`src/hdl/plnx_pkg.sv`:
```
// shared types, widths and reciprocal table for the lattice neighbor index core
package plnx_pkg;

   localparam int SITE_W = 24;
   localparam int DIR_W = 2;
   localparam int EXT_W = 7;
   localparam int COORD_W = 6;
   localparam int RECIP_W = 31;
   localparam int RECIP_SHIFT = 30;
   localparam int MULT_W = SITE_W + RECIP_W;
   localparam int RECIP_NUM = 2 ** RECIP_SHIFT - 1;
   localparam int EXT_RESET = 8;

   typedef enum logic [0:0] {
      REG_TEMPORAL = 1'b0,
      REG_SPATIAL  = 1'b1
   } csr_index_type;

   typedef struct packed {
      logic [SITE_W-1:0] site_index;
      logic [DIR_W-1:0]  direction;
   } req_type;

   typedef struct packed {
      logic [SITE_W-1:0] plus_neighbor;
      logic [SITE_W-1:0] minus_neighbor;
      logic              bad_request;
   } rsp_type;

   typedef struct packed {
      logic [SITE_W-1:0]  site_index;
      logic [DIR_W-1:0]   direction;
      logic [SITE_W-1:0]  quot;
      logic [SITE_W-1:0]  prod;
      logic [COORD_W-1:0] coord;
      logic [EXT_W-1:0]   size;
      logic [SITE_W-1:0]  stride;
   } lane_type;

   // ceil(2^30 / d), exact quotient for any 24 bit dividend and d up to 64
   localparam logic [RECIP_W-1:0] RECIP_TABLE [65] = '{
      31'd0,
      31'(RECIP_NUM / 1 + 1),  31'(RECIP_NUM / 2 + 1),  31'(RECIP_NUM / 3 + 1),
      31'(RECIP_NUM / 4 + 1),  31'(RECIP_NUM / 5 + 1),  31'(RECIP_NUM / 6 + 1),
      31'(RECIP_NUM / 7 + 1),  31'(RECIP_NUM / 8 + 1),  31'(RECIP_NUM / 9 + 1),
      31'(RECIP_NUM / 10 + 1), 31'(RECIP_NUM / 11 + 1), 31'(RECIP_NUM / 12 + 1),
      31'(RECIP_NUM / 13 + 1), 31'(RECIP_NUM / 14 + 1), 31'(RECIP_NUM / 15 + 1),
      31'(RECIP_NUM / 16 + 1), 31'(RECIP_NUM / 17 + 1), 31'(RECIP_NUM / 18 + 1),
      31'(RECIP_NUM / 19 + 1), 31'(RECIP_NUM / 20 + 1), 31'(RECIP_NUM / 21 + 1),
      31'(RECIP_NUM / 22 + 1), 31'(RECIP_NUM / 23 + 1), 31'(RECIP_NUM / 24 + 1),
      31'(RECIP_NUM / 25 + 1), 31'(RECIP_NUM / 26 + 1), 31'(RECIP_NUM / 27 + 1),
      31'(RECIP_NUM / 28 + 1), 31'(RECIP_NUM / 29 + 1), 31'(RECIP_NUM / 30 + 1),
      31'(RECIP_NUM / 31 + 1), 31'(RECIP_NUM / 32 + 1), 31'(RECIP_NUM / 33 + 1),
      31'(RECIP_NUM / 34 + 1), 31'(RECIP_NUM / 35 + 1), 31'(RECIP_NUM / 36 + 1),
      31'(RECIP_NUM / 37 + 1), 31'(RECIP_NUM / 38 + 1), 31'(RECIP_NUM / 39 + 1),
      31'(RECIP_NUM / 40 + 1), 31'(RECIP_NUM / 41 + 1), 31'(RECIP_NUM / 42 + 1),
      31'(RECIP_NUM / 43 + 1), 31'(RECIP_NUM / 44 + 1), 31'(RECIP_NUM / 45 + 1),
      31'(RECIP_NUM / 46 + 1), 31'(RECIP_NUM / 47 + 1), 31'(RECIP_NUM / 48 + 1),
      31'(RECIP_NUM / 49 + 1), 31'(RECIP_NUM / 50 + 1), 31'(RECIP_NUM / 51 + 1),
      31'(RECIP_NUM / 52 + 1), 31'(RECIP_NUM / 53 + 1), 31'(RECIP_NUM / 54 + 1),
      31'(RECIP_NUM / 55 + 1), 31'(RECIP_NUM / 56 + 1), 31'(RECIP_NUM / 57 + 1),
      31'(RECIP_NUM / 58 + 1), 31'(RECIP_NUM / 59 + 1), 31'(RECIP_NUM / 60 + 1),
      31'(RECIP_NUM / 61 + 1), 31'(RECIP_NUM / 62 + 1), 31'(RECIP_NUM / 63 + 1),
      31'(RECIP_NUM / 64 + 1)
   };

endpackage

```
`src/hdl/plnx_step.sv`:
```
// neighbor offset and wrap stage with the response register
module plnx_step (
   input  logic                  clock,
   input  logic                  reset,
   input  logic                  advance,
   input  logic                  in_valid,
   input  logic                  in_bad,
   input  plnx_pkg::lane_type    in_data,
   output logic                  out_valid,
   output plnx_pkg::rsp_type     out_data
);

   localparam int PROD_W = plnx_pkg::SITE_W + plnx_pkg::COORD_W;

   logic                          s_valid_ff;
   logic                          s_bad_ff;
   logic [plnx_pkg::SITE_W-1:0]   s_site_ff;
   logic                          s_plus_wrap_ff;
   logic                          s_minus_wrap_ff;
   logic [plnx_pkg::SITE_W-1:0]   s_plus_off_ff;
   logic [plnx_pkg::SITE_W-1:0]   s_minus_off_ff;

   logic                          plus_wrap_in;
   logic                          minus_wrap_in;
   logic [plnx_pkg::SITE_W-1:0]   plus_off_in;
   logic [plnx_pkg::SITE_W-1:0]   minus_off_in;
   logic [plnx_pkg::COORD_W-1:0]  size_less;

   logic                          rsp_valid_ff;
   plnx_pkg::rsp_type             rsp_data_ff;
   plnx_pkg::rsp_type             rsp_data_in;

   assign size_less = plnx_pkg::COORD_W'(in_data.size - 1'b1);
   assign plus_wrap_in = (plnx_pkg::EXT_W'(in_data.coord) + 1'b1) >= in_data.size;
   assign minus_wrap_in = in_data.coord == '0;

   always_comb begin
      if (plus_wrap_in) begin
         plus_off_in = plnx_pkg::SITE_W'(PROD_W'(in_data.coord) * PROD_W'(in_data.stride));
      end else begin
         plus_off_in = in_data.stride;
      end
      if (minus_wrap_in) begin
         minus_off_in = plnx_pkg::SITE_W'(PROD_W'(size_less) * PROD_W'(in_data.stride));
      end else begin
         minus_off_in = in_data.stride;
      end
   end

   always_ff @(posedge clock) begin
      if (reset) begin
         s_valid_ff <= 1'b0;
      end else if (advance) begin
         s_valid_ff <= in_valid;
      end
   end

   always_ff @(posedge clock) begin
      if (advance) begin
         s_bad_ff <= in_bad;
         s_site_ff <= in_data.site_index;
         s_plus_wrap_ff <= plus_wrap_in;
         s_minus_wrap_ff <= minus_wrap_in;
         s_plus_off_ff <= plus_off_in;
         s_minus_off_ff <= minus_off_in;
      end
   end

   always_comb begin
      rsp_data_in.bad_request = s_bad_ff;
      if (s_bad_ff) begin
         rsp_data_in.plus_neighbor = '0;
         rsp_data_in.minus_neighbor = '0;
      end else begin
         rsp_data_in.plus_neighbor = s_plus_wrap_ff ? s_site_ff - s_plus_off_ff
                                                    : s_site_ff + s_plus_off_ff;
         rsp_data_in.minus_neighbor = s_minus_wrap_ff ? s_site_ff + s_minus_off_ff
                                                      : s_site_ff - s_minus_off_ff;
      end
   end

   always_ff @(posedge clock) begin
      if (reset) begin
         rsp_valid_ff <= 1'b0;
      end else if (advance) begin
         rsp_valid_ff <= s_valid_ff;
      end
   end

   always_ff @(posedge clock) begin
      if (advance) begin
         rsp_data_ff <= rsp_data_in;
      end
   end

   assign out_valid = rsp_valid_ff;
   assign out_data = rsp_data_ff;

endmodule

```
`config.mk`:
```
export PLATFORM = sky130hd
export DESIGN_NAME = plnx_step
export DESIGN_NICKNAME = d
export VERILOG_FILES = /design/src/hdl/plnx_pkg.sv /design/src/hdl/plnx_step.sv
export SDC_FILE = /design/constraint.sdc
export NUM_CORES = 1
export LEC_CHECK = 0
export BUFFER_PORTS_ARGS = -buffer_cell sky130_fd_sc_hd__buf_4
export CORE_MARGIN = 1
export CORE_UTILIZATION = 45
export CTS_BUF_LIST = sky130_fd_sc_hd__clkbuf_4 sky130_fd_sc_hd__clkbuf_8
export DETAILED_ROUTE_END_ITERATION = 16
export PLACE_DENSITY = 0.63
export SYNTH_ARGS = -nofsm -noshare
export SYNTH_HDL_FRONTEND = slang
export SYNTH_SLANG_ARGS = --single-unit
```
`constraint.sdc`:
```
create_clock -name clock -period 8.8 [get_ports clock]
set_input_delay 1.76 -clock clock [delete_from_list [all_inputs] [get_ports clock]]
set_output_delay 1.76 -clock clock [all_outputs]
set_load 0.05 [all_outputs]
```
==> impl_metrics.env <==
export IMPL_clk_pin_slew_worst_paths_ps=70
export IMPL_p_leak_uw=0.00730
export IMPL_ys_seq_area_share_pct=25.1
export IMPL_wirelength_mm=35.3
export IMPL_hp_class="flop to flop"
export IMPL_critPathTopFamily="adder cells"
export IMPL_numCtsBuffers=17
export IMPL_synth_cell_type_count=63
export IMPL_yosysMostFrequentCell="nand2_1"
export IMPL_holdBufCountCts=0
export IMPL_met1_length_mm=16.8
export IMPL_yosys_top_cells_count="239 x nand2_1, 191 x inv_1, 156 x fa_1"
export IMPL_h_tree_depth=4
export IMPL_start_kind="input port"
export IMPL_cp_max_fo=23
export IMPL_drive_gt1_share_pct=9.82
export IMPL_syn_mean_instance_area_sq_um=9.10
export IMPL_drc=0
export IMPL_slowest_delay_ps=810
export IMPL_max_freq_ghz=0.145
export IMPL_route_met3_wl_mm=1.36
export IMPL_syn_nets=2033
export IMPL_antenna_cells=0
export IMPL_yosys_top_cells_area="edfxtp_1 25%, fa_1 21%, ha_1 9.2%"
export IMPL_synth_edf_count=124
export IMPL_rr_worst_depth=12
export IMPL_post_cts_setup_buffer_count=0
export IMPL_rows=66
export IMPL_grt_ovfl_total=0
export IMPL_cts_root_buf="clkbuf_8"
export IMPL_synthCells=1651
export IMPL_endpoint_kind="flop"
export IMPL_p_total_uw=3520
export IMPL_yosys_warnings=0
export IMPL_cp_common_cell="fa_1"
export IMPL_grt_pass1_vias=11500
export IMPL_place_area_sq_mm=0.0162
export IMPL_wl_per_cell_um=16.3
export IMPL_routed_top_layer="met4"
export IMPL_grt_total_usage_pct=22.0
export IMPL_hold_start="s_valid_ff"
export IMPL_tightest_slew_ps=959
export IMPL_crit_chain="buf_4 > clkinv_1 > buf_4 > ha_1 > nor2b_1 > fa_1 > inv_1 > fa_1 > fa_1 > inv_1 > ha_1 > a211o_1 > o211ai_1 > a311oi_1 > or4_1 > o221ai_1 > o21ai_0 > xnor2_1 > o21ai_0"
export IMPL_fin_area_sq_mm=0.0165
export IMPL_irDropWorstVdd_v=0.0000869
export IMPL_p_per_area_mw_per_mm2=213
export IMPL_synth_top_cell_area_share_pct=24.8
export IMPL_cpMaxStageDelayCell="ha_1"
export IMPL_die_h_um=185
export IMPL_die_area_sq_mm=0.0341
export IMPL_netlist_area_sq_mm=0.0150
export IMPL_timing_slew_headroom_pct=34.4
export IMPL_clock_skew_ps=13.4
export IMPL_timing_max_cap_violations=0
export IMPL_crit_type="input port to flop"
export IMPL_whs_path_depth=2
export IMPL_grt_pass1_wl_mm=58.6
export IMPL_drtAntennaViolNets=0
export IMPL_outcome="complete, no violations"
export IMPL_synth_top_cell_by_area="edfxtp_1"
export IMPL_core_sq_mm=0.0327
export IMPL_tns_ps=0
export IMPL_cts_max_path_buffers=2
export IMPL_ys_ff_latch=126
export IMPL_synth_main_ff_cell="edfxtp_1"
export IMPL_cp_required_ps=8990
export IMPL_hold_violations=0
export IMPL_syn_to_final_growth_pct=10.1
export IMPL_antenna_found_initial=0
export IMPL_drtIter0Drc=555
export IMPL_vias=11600
export IMPL_grt_max_degree=70
export IMPL_port_buffers=115
export IMPL_critPathBufInv=5
export IMPL_r2r_slack_ps=3780
export IMPL_start_util_pct=45.9
export IMPL_layout_nets=2106
export IMPL_cts_tree="done"
export IMPL_worstReg2RegStart="s_minus_off_ff[5]"
export IMPL_drv_slew=0
export IMPL_place_hpwl_mm=26.8
export IMPL_rsz0062_at_grt="no"
export IMPL_dr_pass1_iters=5
export IMPL_synthArstFlopShare_pct=0
export IMPL_setup_violations=0
export IMPL_gp_congestion=0.887
export IMPL_period_share_pct=78.2
export IMPL_wl_met2_mm=16.5
export IMPL_arrival_ps=7070
export IMPL_period_minus_slack_ps=6880
export IMPL_vias_per_cell=5.33
export IMPL_r2r_end="out_data[24]"
export IMPL_whs_endpoint="s_valid_ff"
export IMPL_io_pin_count=166
export IMPL_die_w_um=185
export IMPL_final_util_pct=50.6
export IMPL_cts_resized=0
export IMPL_insertion_delay_ps=460
export IMPL_clock_sinks=126
==> cell type report <==
type / instances / area (sq um)
Timing Repair Buffer: 124 / 931
Sequential cell: 126 / 3760
Multi-Input combinational cell: 1262 / 10300
Inverter: 193 / 724
Clock buffer: 17 / 234
Fill cell: 3106 / 16200
Clock inverter: 10 / 55.1
Tap cell: 442 / 553
==> per-layer routing <==
layer / GRT usage [%] / up-vias
li1: - / 5625
met1: 30.4 / 5651
met2: 36.7 / 263
met3: 1.82 / 40
met4: 6.68 / 0
met5: 0 / -
==> worst min-delay path: stages (launching register included) <==
cell,delay [ps]
dfxtp_1,330
mux2i_1,60
nor2_1,70
==> worst max path at each step <==
stage | startpoint | to | cells after the start
after detailed placement | in_data[24] | s_minus_off_ff[23] | 19
after floorplan | in_data[24] | s_minus_off_ff[23] | 21
after CTS | in_data[24] | s_minus_off_ff[23] | 19
after global placement | in_data[24] | s_minus_off_ff[22] | 19
after global routing | in_data[24] | s_minus_off_ff[19] | 19
final | in_data[24] | s_minus_off_ff[23] | 19
==> cells in the final DEF, fill, tap and decap left out, drive strengths merged, types with 76 or more instances in the layout <==
| cell type | synthesis | layout |
|---|---|---|
| nor2 | 92 | 92 |
| ha | 110 | 110 |
| buf | 7 | 124 |
| inv | 191 | 191 |
| xnor2 | 82 | 82 |
| nand2 | 239 | 239 |
| fa | 156 | 156 |
| o21ai | 76 | 76 |
| a21oi | 76 | 76 |
| edfxtp | 124 | 124 |
==> per-stage QoR <==
stage	instances	setup WS (ps)	hold WS, ps
5_1_grt	2174	1400	555
3_5_place_dp	2147	1450	485
3_3_place_gp	2147	1520	474
6_report	2174	1920	494
2_1_floorplan	1651	1660	441
4_1_cts	2174	1940	500
==> cell families after synthesis <==
family | count (synthesis) | share of synthesized area, %
AOI/OAI and AO/OA | 284 | 11.9
xor gates and xnor gates | 128 | 7.51
adders and majority gates | 266 | 30.0
buffers and inverters | 263 | 6.57
DFF | 126 | 25.1
muxes | 12 | 0.858
and+or+nand+nor | 572 | 18.2
==> power by group <==
part,internal [uW],total [uW],switching [uW],leakage [uW]
Sequential,780,840,59.9,0.00125
Clock,180,390,210,0.000145
Combinational,944,2290,1350,0.00590
==> sequential cells by signal, summed over array words and instances, names as in the netlist <==
name / cells
s_minus_off_ff: 24
out_data: 49
s_minus_wrap_ff: 1
s_plus_off_ff: 24
s_bad_ff: 1
s_valid_ff: 1
out_valid: 1
s_plus_wrap_ff: 1
s_site_ff: 24
No activity file was read; power rests on OpenSTA's default activity.
